<file path="src/rtl/psl_pkg.sv">
// Shared types and constants for the pedal scale and low-pass block.
package psl_pkg;

  localparam int MV_W     = 13;  // millivolt fields and calibration registers
  localparam int PM_W     = 10;  // per mille values, 0..1000
  localparam int Q_W      = 10;  // quotient bits of the scaling divider
  localparam int NUM_W    = 23;  // 1000 * (v - min) fits in 23 bits
  localparam int NUM_CFG  = 8;
  localparam int CFG_IDX_W = 3;

  localparam logic [PM_W-1:0] FULL_SCALE = 10'd1000;

  typedef enum logic [CFG_IDX_W-1:0] {
    REG_GAS_FRONT_MIN   = 3'd0,
    REG_GAS_FRONT_MAX   = 3'd1,
    REG_GAS_REAR_MIN    = 3'd2,
    REG_GAS_REAR_MAX    = 3'd3,
    REG_BRAKE_FRONT_MIN = 3'd4,
    REG_BRAKE_FRONT_MAX = 3'd5,
    REG_BRAKE_REAR_MIN  = 3'd6,
    REG_BRAKE_REAR_MAX  = 3'd7
  } cfg_reg_e;

  localparam logic [MV_W-1:0] CFG_RESET [NUM_CFG] = '{
    13'd535, 13'd4532, 13'd535, 13'd4518, 13'd538, 13'd4535, 13'd532, 13'd4525
  };

  typedef struct packed {
    logic [MV_W-1:0] gas_front_mv;
    logic [MV_W-1:0] gas_rear_mv;
    logic [MV_W-1:0] brake_front_mv;
    logic [MV_W-1:0] brake_rear_mv;
    logic            seat_is_front;
  } psl_in_t;

  typedef struct packed {
    logic [PM_W-1:0] filtered_pedal;
    logic [PM_W-1:0] brake_permille;
  } psl_out_t;

  // Status a scaling lane reports to the merge stage.
  typedef struct packed {
    logic            busy;
    logic [PM_W-1:0] permille;
  } psl_lane_stat_t;

endpackage

</file>
<file path="src/rtl/pedal_scale_and_lowpass.sv">
// Pedal scaling and low-pass filter: top level with calibration registers and control.
//
// Each input word carries the A-channel voltages of both seats' gas and brake
// pedals plus a seat flag. Two lanes run side by side, one scaling the selected
// gas voltage and one the selected brake voltage to per mille of its calibrated
// span; each lane owns a bit-serial divider that produces one quotient bit per
// cycle. The merge stage forms gas minus brake, runs it through a first-order
// IIR low-pass with a Q0.16 coefficient (one multiply, then add, truncate and
// clamp to 0..1000) and keeps the result as filter state. Each input word yields
// exactly one output word. When a lane divides, its 10 divider steps dominate the
// time from one acceptance to the next; no division runs when both voltages fall
// outside their spans or a span is zero. The output register decouples the sides:
// a new word is taken while an earlier result still waits. The user must write the
// calibration registers through cfg_we/cfg_index/cfg_wdata only while the block is
// idle; the block does not enforce it. Writes take effect at once, with no read-back.
module pedal_scale_and_lowpass
  import psl_pkg::*;
#(
  parameter int unsigned FILTER_COEFF_Q16 = 63155
) (
  input  logic                 clk,
  input  logic                 rst,
  input  logic                 in_valid,
  output logic                 in_ready,
  input  psl_in_t              in_word,
  output logic                 out_valid,
  input  logic                 out_ready,
  output psl_out_t             out_word,
  input  logic                 cfg_we,
  input  logic [CFG_IDX_W-1:0] cfg_index,
  input  logic [MV_W-1:0]      cfg_wdata
);

  typedef enum logic [3:0] {
    ST_IDLE  = 4'b0001,
    ST_SCALE = 4'b0010,
    ST_FILT  = 4'b0100,
    ST_HOLD  = 4'b1000
  } state_t;

  state_t          state;
  state_t          state_next;
  logic [MV_W-1:0] cfg_regs [NUM_CFG];

  logic            in_acc;
  logic            out_free;
  logic            filt_start;
  logic            filt_done;
  logic            load_out;
  logic [PM_W-1:0] filt_value;

  logic [MV_W-1:0] gas_v, gas_lo, gas_hi;
  logic [MV_W-1:0] brk_v, brk_lo, brk_hi;
  psl_lane_stat_t  gas_stat;
  psl_lane_stat_t  brk_stat;

  // Calibration registers; the host must write them only while the block is idle (not enforced)
  always_ff @(posedge clk) begin
    if (rst) begin
      for (int i = 0; i < NUM_CFG; i++) begin
        cfg_regs[i] <= CFG_RESET[i];
      end
    end else if (cfg_we) begin
      cfg_regs[cfg_index] <= cfg_wdata;
    end
  end

  // Route the selected seat's voltages and calibration into the lanes
  always_comb begin
    if (in_word.seat_is_front) begin
      gas_v  = in_word.gas_front_mv;
      gas_lo = cfg_regs[REG_GAS_FRONT_MIN];
      gas_hi = cfg_regs[REG_GAS_FRONT_MAX];
      brk_v  = in_word.brake_front_mv;
      brk_lo = cfg_regs[REG_BRAKE_FRONT_MIN];
      brk_hi = cfg_regs[REG_BRAKE_FRONT_MAX];
    end else begin
      gas_v  = in_word.gas_rear_mv;
      gas_lo = cfg_regs[REG_GAS_REAR_MIN];
      gas_hi = cfg_regs[REG_GAS_REAR_MAX];
      brk_v  = in_word.brake_rear_mv;
      brk_lo = cfg_regs[REG_BRAKE_REAR_MIN];
      brk_hi = cfg_regs[REG_BRAKE_REAR_MAX];
    end
  end

  assign in_ready = (state == ST_IDLE);
  assign in_acc   = in_valid && in_ready;
  assign out_free = !out_valid || out_ready;

  psl_scale_lane u_gas_lane (
    .clk   (clk),
    .rst   (rst),
    .start (in_acc),
    .v     (gas_v),
    .lo    (gas_lo),
    .hi    (gas_hi),
    .stat  (gas_stat)
  );

  psl_scale_lane u_brake_lane (
    .clk   (clk),
    .rst   (rst),
    .start (in_acc),
    .v     (brk_v),
    .lo    (brk_lo),
    .hi    (brk_hi),
    .stat  (brk_stat)
  );

  psl_filter #(
    .FILTER_COEFF_Q16 (FILTER_COEFF_Q16)
  ) u_filter (
    .clk      (clk),
    .rst      (rst),
    .start    (filt_start),
    .gas_pm   (gas_stat.permille),
    .brake_pm (brk_stat.permille),
    .done     (filt_done),
    .value    (filt_value)
  );

  // Sequence one word: scale in both lanes, filter, then hand to the output register
  always_comb begin
    state_next = state;
    filt_start = 1'b0;
    load_out   = 1'b0;
    unique case (state)
      ST_IDLE: begin
        if (in_acc) begin
          state_next = ST_SCALE;
        end
      end
      ST_SCALE: begin
        if (!gas_stat.busy && !brk_stat.busy) begin
          filt_start = 1'b1;
          state_next = ST_FILT;
        end
      end
      ST_FILT: begin
        if (filt_done) begin
          if (out_free) begin
            load_out   = 1'b1;
            state_next = ST_IDLE;
          end else begin
            state_next = ST_HOLD;
          end
        end
      end
      ST_HOLD: begin
        if (out_free) begin
          load_out   = 1'b1;
          state_next = ST_IDLE;
        end
      end
      default: begin
        state_next = ST_IDLE;
      end
    endcase
  end

  always_ff @(posedge clk) begin
    if (rst) begin
      state     <= ST_IDLE;
      out_valid <= 1'b0;
    end else begin
      state <= state_next;
      if (load_out) begin
        out_valid <= 1'b1;
      end else if (out_ready) begin
        out_valid <= 1'b0;
      end
    end
  end

  // Lanes and filter hold their results until the next start, so load from them directly
  always_ff @(posedge clk) begin
    if (load_out) begin
      out_word.filtered_pedal <= filt_value;
      out_word.brake_permille <= brk_stat.permille;
    end
  end

`ifndef NO_ASSERTIONS
  a_idle_lanes_quiet: assert property (@(posedge clk) disable iff (rst)
    (state == ST_IDLE) |-> (!gas_stat.busy && !brk_stat.busy))
    else $error("scaling lane busy while idle");

  a_accept_starts_scale: assert property (@(posedge clk) disable iff (rst)
    in_acc |=> (state == ST_SCALE))
    else $error("accepted word did not enter scaling");

  a_filtered_in_range: assert property (@(posedge clk) disable iff (rst)
    out_valid |-> (out_word.filtered_pedal <= FULL_SCALE))
    else $error("filtered pedal above full scale");

  a_brake_in_range: assert property (@(posedge clk) disable iff (rst)
    out_valid |-> (out_word.brake_permille <= FULL_SCALE))
    else $error("brake per mille above full scale");

  a_load_needs_room: assert property (@(posedge clk) disable iff (rst)
    load_out |-> out_free)
    else $error("output register overwritten before it was taken");
`endif

endmodule

</file>
<file path="src/rtl/psl_scale_lane.sv">
// One scaling lane: clamp tests and a bit-serial divider for 1000*(v-min)/span.
module psl_scale_lane
  import psl_pkg::*;
(
  input  logic            clk,
  input  logic            rst,
  input  logic            start,
  input  logic [MV_W-1:0] v,
  input  logic [MV_W-1:0] lo,
  input  logic [MV_W-1:0] hi,
  output psl_lane_stat_t  stat
);

  localparam int CNT_W = $clog2(Q_W);

  logic              busy;
  logic [PM_W-1:0]   permille;
  logic [NUM_W-1:0]  rem;
  logic [NUM_W-1:0]  dsh;
  logic [Q_W-1:0]    quot;
  logic [CNT_W-1:0]  cnt;

  logic [MV_W-1:0]   span;
  logic [MV_W-1:0]   v_off;
  logic [NUM_W-1:0]  num;
  logic              ge;

  assign span  = hi - lo;
  assign v_off = v - lo;
  assign num   = NUM_W'(v_off) * NUM_W'(FULL_SCALE);
  assign ge    = (rem >= dsh);

  always_ff @(posedge clk) begin
    if (rst) begin
      busy <= 1'b0;
    end else if (start) begin
      // Above max wins over below min, so inverted calibration reads full scale above max, zero below
      if (v > hi) begin
        permille <= FULL_SCALE;
        busy     <= 1'b0;
      end else if ((v < lo) || (span == '0)) begin
        permille <= '0;
        busy     <= 1'b0;
      end else begin
        busy <= 1'b1;
        rem  <= num;
        dsh  <= NUM_W'(span) << (Q_W - 1);
        cnt  <= CNT_W'(Q_W - 1);
        quot <= '0;
      end
    end else if (busy) begin
      // One quotient bit per cycle, most significant first
      quot <= {quot[Q_W-2:0], ge};
      rem  <= ge ? (rem - dsh) : rem;
      dsh  <= dsh >> 1;
      cnt  <= cnt - CNT_W'(1);
      if (cnt == '0) begin
        busy     <= 1'b0;
        permille <= PM_W'({quot[Q_W-2:0], ge});
      end
    end
  end

  assign stat.busy     = busy;
  assign stat.permille = permille;

endmodule

</file>
<file path="src/rtl/psl_filter.sv">
// Merge stage: gas minus brake through a Q0.16 first-order low-pass, clamped.
module psl_filter
  import psl_pkg::*;
#(
  parameter int unsigned FILTER_COEFF_Q16 = 63155
) (
  input  logic            clk,
  input  logic            rst,
  input  logic            start,
  input  logic [PM_W-1:0] gas_pm,
  input  logic [PM_W-1:0] brake_pm,
  output logic            done,
  output logic [PM_W-1:0] value
);

  localparam logic signed [16:0] COEFF_EXT = 17'(FILTER_COEFF_Q16);

  logic                   mul_vld;
  logic signed [28:0]     prod_q;
  logic signed [PM_W:0]   diff_q;
  logic [PM_W-1:0]        fv;

  logic signed [PM_W:0]   diff;
  logic signed [PM_W+1:0] delta;
  logic signed [28:0]     prod;
  logic signed [29:0]     acc;
  logic [PM_W-1:0]        fv_next;

  // a*fv + (1-a)*d is computed as a*(fv - d) + d, one multiply
  assign diff  = $signed({1'b0, gas_pm}) - $signed({1'b0, brake_pm});
  assign delta = $signed({2'b00, fv}) - $signed({diff[PM_W], diff});
  assign prod  = COEFF_EXT * delta;
  assign acc   = $signed({prod_q[28], prod_q})
               + $signed({{3{diff_q[PM_W]}}, diff_q, 16'b0});

  // Negative accumulator truncates to a quotient of zero or below: clamp to 0
  always_comb begin
    if (acc[29]) begin
      fv_next = '0;
    end else if (acc[28:16] > 13'(FULL_SCALE)) begin
      fv_next = FULL_SCALE;
    end else begin
      fv_next = acc[16 +: PM_W];
    end
  end

  always_ff @(posedge clk) begin
    if (rst) begin
      mul_vld <= 1'b0;
      done    <= 1'b0;
      fv      <= '0;
    end else begin
      mul_vld <= start;
      done    <= mul_vld;
      if (mul_vld) begin
        fv <= fv_next;
      end
    end
  end

  always_ff @(posedge clk) begin
    if (start) begin
      prod_q <= prod;
      diff_q <= diff;
    end
  end

  assign value = fv;

endmodule

</file>
<file path="config.mk">
export PLATFORM = sky130hd
export DESIGN_NAME = pedal_scale_and_lowpass
export DESIGN_NICKNAME = d
export VERILOG_FILES = /design/src/rtl/psl_pkg.sv /design/src/rtl/pedal_scale_and_lowpass.sv /design/src/rtl/psl_scale_lane.sv /design/src/rtl/psl_filter.sv
export SDC_FILE = /design/constraint.sdc
export NUM_CORES = 1
export LEC_CHECK = 0
export BUFFER_PORTS_ARGS = -buffer_cell sky130_fd_sc_hd__buf_4
export CORE_MARGIN = 10
export CORE_UTILIZATION = 45
export CTS_BUF_LIST = sky130_fd_sc_hd__clkbuf_2
export CTS_CLUSTER_DIAMETER = 100
export CTS_CLUSTER_SIZE = 10
export DETAILED_ROUTE_END_ITERATION = 10
export PLACE_DENSITY = 0.65
export SLEW_MARGIN = 20
export SYNTH_ARGS = -nofsm -noshare
export SYNTH_HDL_FRONTEND = slang
export SYNTH_SLANG_ARGS = --single-unit
</file>
<file path="constraint.sdc">
create_clock -name clk -period 10.2 [get_ports clk]
set_clock_uncertainty 0.2 [all_clocks]
set_input_delay 0.51 -clock clk [delete_from_list [all_inputs] [get_ports clk]]
set_output_delay 0.51 -clock clk [all_outputs]
set_load 0.02 [all_outputs]
</file>
=== Word-level counts from Yosys, hierarchy flattened ===
Memories as Yosys holds them, arrays and structs flattened.
Cells that the tools add are included.

* Add/subtract/negate cells: 11
* Multipliers: 3
* Order comparisons: 7
* Equality and inequality tests: 14
* Multiplexer cells: 83
* Bitwise logic cells: 1
* Reduce and logical (&&, ||, !) cells: 27

{| class="wikitable"
|+ Operators with widths
! kind !! count
|-
| 2-to-1 mux 23 bit || 18
|-
| 2-to-1 mux 10 bit || 12
|-
| 2-to-1 mux 13 bit || 7
|-
| 2-to-1 mux 9 bit || 8
|-
| 2-to-1 mux 4 bit || 13
|-
| subtractor 13 bit || 4
|-
| greater-or-equal comparator 23 bit || 2
|-
| subtractor 23 bit || 2
|-
| multiplier 13 x 7 -> 20 bit (second input constant) || 2
|-
| adder 29 x 27 -> 30 bit || 1
|-
| multiplier 17 x 12 -> 29 bit (first input constant) || 1
|-
| greater-than comparator 13 bit || 2
|-
| zero test 13 bit || 2
|-
| < comparator 13 bit || 2
|-
| 2-to-1 mux 1 bit || 22
|-
| AND reduction 4 bit || 5
|-
| one-hot mux 4 bit (4 select lines) || 1
|-
| nonzero test 2 bit || 7
|-
| greater-than comparator 13 x 10 -> 1 bit (second input constant) || 1
|-
| OR reduction 13 bit || 1
|-
| != test 2 bit (second input constant) || 6
|-
| subtractor 11 x 11 -> 12 bit || 1
|-
| subtractor 10 x 10 -> 11 bit || 1
|-
| AND reduction 5 bit || 2
|-
| 14 further kinds || 23
|}

* Register bits after elaboration: 217
* Memory bits (writable): 104
* Input port bits: 74
* Output and inout port bits: 22
* Logic and storage cells: 168
* Memories: 1

{| class="wikitable"
|+ Memories
! name !! depth !! bits a word !! read ports !! clocked after memory_dff !! write ports !! line !! RTL
|-
| cfg_regs || 8 || 13 || 8 || 0 || 8 || pedal_scale_and_lowpass.sv:43 || <nowiki>logic [MV_W-1:0] cfg_regs [NUM_CFG];</nowiki>
|}

=== Logic depth before layout (Yosys ltp) ===
An unclocked memory read counts as a cell.

* Word-level depth: 8
* Gate-level depth with buffers: 36

=== Modules after synthesis ===
From an unflattened synthesis, not the netlist that was laid out.

* Cell total of the unflattened synthesis: 2,667
* Area total of the unflattened synthesis: 26,984.6 um^2

{| class="wikitable"
|+ Modules (own cells, without submodules)
! module !! instances !! cells each !! area an instance (um^2) !! sequential area each (um^2)
|-
| psl_scale_lane at u_brake_lane || 1 || 824 || 7,528.5 || 2,062.0
|-
| psl_scale_lane at u_gas_lane || 1 || 806 || 7,449.6 || 2,062.0
|-
| psl_filter || 1 || 651 || 6,222.2 || 960.9
|-
| pedal_scale_and_lowpass || 1 || 386 || 5,784.3 || 3,823.7
|}

=== Worst setup path before layout ===
OpenSTA, ideal clock, no wires.

* Path type: register to register
* Start: reg u_gas_lane.permille[0]
* End: reg u_filter.prod_q[27] (data pin)
* Arrival time: 8.409 ns
* Required time: 9.728 ns
* Path slack: 1.319 ns
* Stages on the path, launching flop included: 33
* Path buffers: 0
* Period minus slack after synthesis: 8.881 ns
* Cells stage by stage: edfxtp_1 > inv_1 > ha_1 > inv_1 > fa_1 > inv_1 > fa_1 > a21o_1 > a21oi_1 > o21bai_1 > maj3_2 > maj3_2 > maj3_2 > maj3_2 > a21o_1 > xnor2_1 > fa_1 > fa_1 > inv_1 > fa_1 > fa_1 > inv_1 > fa_1 > ha_1 > a21oi_1 > o21ai_0 > nor4_1 > a2111oi_0 > o31ai_1 > o21ai_0 > a21o_1 > a21oi_1 > xnor2_1

* Longest elaborated chain between the ends: 3

{| class="wikitable"
|+ Ends and longest elaborated chain
! element !! line !! RTL
|-
| from (decl) || psl_scale_lane.sv:17 || <nowiki>logic [PM_W-1:0] permille;</nowiki>
|-
| from (signal assigned) || psl_scale_lane.sv:59 || <nowiki>permille <= PM_W'({quot[Q_W-2:0], ge});</nowiki>
|-
| subtractor 10 x 10 -> 11 bit || psl_filter.sv:30 || <nowiki>assign diff = $signed({1'b0, gas_pm}) - $signed({1'b0, brake_pm});</nowiki>
|-
| named net u_filter.diff[1] || psl_filter.sv:23 || <nowiki>logic signed [PM_W:0] diff;</nowiki>
|-
| subtractor 11 x 11 -> 12 bit || psl_filter.sv:31 || <nowiki>assign delta = $signed({2'b00, fv}) - $signed({diff[PM_W], diff});</nowiki>
|-
| multiplier 17 x 12 -> 29 bit || psl_filter.sv:32 || <nowiki>assign prod = COEFF_EXT * delta;</nowiki>
|-
| named net u_filter.prod[27] || psl_filter.sv:25 || <nowiki>logic signed [28:0] prod;</nowiki>
|-
| to (signal assigned) || psl_filter.sv:63 || <nowiki>prod_q <= prod;</nowiki>
|-
| to (decl) || psl_filter.sv:19 || <nowiki>logic signed [28:0] prod_q;</nowiki>
|}

The timed path passes the listed nets, and every way through them passes these cells.
A chain may end at the register's enable or synchronous reset.

=== Worst setup path in the final report ===
Ends and elaborated chain as after synthesis.

==> metrics.txt <==
critical path's slowest cell a2111oi_0; Post-synth EDFFs 284; vias per std cell 5.31; NumNets Final 3170; most numerous cell in the Yosys netlist inv_1; layout cells sized above 1 0.0965; synth warn 0; CP Data Arrival Time 10030 ps; run status finished, final reports clean; total CTS buffers 36; max-slew violation count 0; Clock Path Buffers 3; CP startpoint kind register; RSZ-0062 raised after global routing no; Worst EP required 10700 ps; drt pass-1 iters 5; gpl congestion 0.868; DRC 0; worst-path maximum fanout 6; most used flip-flop cell after synthesis edfxtp_1; H-Tree Level Count 2; Syn Area/Cell 10.5 um^2; Post-CTS Setup Bufs 0; register area 8910 um^2; Synth top cells by count inv_1 (347), ha_1 (332), edfxtp_1 (284); Die Width 260 um; Final ANT Viol Nets 0; Worst-Skew Late Latency 980 ps; async set or reset register ratio after synthesis 0; wire per inst 17.3 um; placed cell count 3289; Top Ports 96; syn nets 3030; antenna violations before repair 2; #FFs+latches synth 303; die height 260 um; vias in the first global route 18812; via count 17950; min-delay worst type input port to register; max_cap viols 0; Finished Layout Cells 3380; top-area cell type share of the netlist area 0.330; Tcrit/Tclk final 0.934; Netlist cell types 71; worst slew pin tran 1050 ps; largest stage delay on the critical path 610 ps; Slew headroom 0.293; Initial Util 0.457; Fmax 105 MHz; routed wire length 58.4 mm; 1st-iter DRT viols 932; post-synthesis sequential area ratio 0.344; Setup Viol. Count Final 0; post-CTS sizing 0; dominant cell type by area after synthesis edfxtp_1; Port Buf Inserts 95; Clk pin slew, worst setup/hold paths 210 ps; die area 67500 um^2; Clock Tree Root clkbuf_2; Final Hold Fails 0; Setup Crit Path Kind register to register; dpl hpwl 46.2 mm; multi-input logic area 15500 um^2; Fin Setup TNS 0 ps; CTS tree yes; core area 56600 um^2; first-pass GRT wire length 96.8 mm; Setup crit end kind register; Worst path most repeated cell fa_1; synthesized area 25900 um^2; area added between synthesis and finish 8.89%; pin count of the biggest net entering global routing 94; CTS Sinks 303; Congestion Overflow GR 0; Placement Rows 87; Min Clock Period, post-route 9520 ps; Area contributors post-synth edfxtp_1 (33%), ha_1 (16%), fa_1 (13%); post-synthesis cell count 2461; Overall Global Routing Usage 0.176; # fillers 5187
==> per-layer routing <==
layer,vias to the layer above,wire length [um],track usage,share of wire
met2,355,27700,0.296,0.48
met4,2,1630,0.0554,0.028
met3,90,2340,0.0251,0.040
met1,8669,26600,0.230,0.46
li1,8834,-,-,-
met5,-,13,0,0.00022
==> placed cells by master (no fill, tap or decap), types with 10 or more instances in the layout <==
master | netlist | final
inv_1 | 347 | 347
ha_1 | 332 | 332
edfxtp_1 | 284 | 284
fa_1 | 163 | 163
nor2_1 | 131 | 131
a21oi_1 | 123 | 122
buf_4 | 0 | 116
nand2_1 | 113 | 112
o21ai_0 | 103 | 103
and2_1 | 89 | 89
xnor2_1 | 81 | 81
xor2_1 | 62 | 62
clkbuf_2 | 0 | 56
mux2i_1 | 54 | 54
a21o_1 | 53 | 53
nand2b_1 | 52 | 52
nor3_1 | 45 | 44
or3_1 | 33 | 33
or2_2 | 31 | 31
dlygate4sd3_1 | 0 | 30
o21a_1 | 28 | 28
mux2_2 | 26 | 26
nor2b_1 | 24 | 24
nand3_1 | 24 | 24
o21bai_1 | 20 | 20
dfxtp_1 | 19 | 19
nand4_1 | 18 | 18
a31oi_1 | 15 | 15
and3_1 | 14 | 14
a211oi_1 | 12 | 12
o31ai_1 | 11 | 11
nor4_1 | 12 | 10
==> worst paths after layout <==
path / slack (ps) / startpoint / cells past startpoint / to
min reg2reg: 280 / u_filter.value[0] / 0 / out_word[10]
max: 680 / u_gas_lane.permille[0] / 36 / u_filter.prod_q[27]
max reg2reg: 680 / u_gas_lane.permille[0] / 36 / u_filter.prod_q[27]
min: 170 / in_word[27] / 4 / u_gas_lane.rem[3]
==> critical path: cells and delay by family, from the launching register on <==
kind	cells	cell delay, ps
XOR/XNOR	3	460
buffers and inverters	8	860
AO/OA/AOI/OAI	11	2270
flip-flops	1	410
adder cells (fa/ha/maj)	13	4960
AND/OR/NAND/NOR	1	90
==> kinds of logic after synthesis <==
logic type      Yosys count  share of synthesized area
flops                   303                      0.344
mux                      80                     0.0322
xor+xnor                143                     0.0484
compound gates          434                      0.106
buf+inv                 391                     0.0568
simple gates            609                      0.122
fa+ha+maj               501                      0.289
==> sequential cells by signal, indices dropped and copies added, names as in the netlist, 11 cells and up <==
| name | flops |
|---|---|
| u_brake_lane.dsh | 22 |
| out_word | 20 |
| u_brake_lane.rem | 23 |
| cfg_regs | 104 |
| u_filter.prod_q | 13 |
| u_gas_lane.rem | 23 |
| u_gas_lane.dsh | 22 |
| u_filter.diff_q | 11 |
==> what timing repair did <==
action,4_1_cts,5_1_grt
endpoints found under the hold margin,158,0
endpoints found under the setup margin,0,0
hold buffers,30,0
==> area by class of cell <==
type	instances	area share
Inverter	347	0.0463
Clock inverter	4	0.000666
Clock buffer	56	0.00995
Sequential cell	303	0.316
Multi-Input combinational cell	1767	0.551
Timing Repair Buffer	146	0.0416
Antenna cell	1	0.0000889
Tap cell	756	0.0336
==> metrics by stage <==
stage	utilization	worst slack, ps	area, um^2	hold slack (ps)
3_3_place_gp	0.487	825	27600	235
6_report	0.497	678	28200	170
5_1_grt	0.497	212	28200	149
3_5_place_dp	0.487	661	27600	242
2_1_floorplan	-	1320	25900	226
4_1_cts	0.497	609	28200	36.6
Power is left out: the tool's default activity adds up to more than one toggle a clock period on the data nets, which glitch-free logic cannot reach.
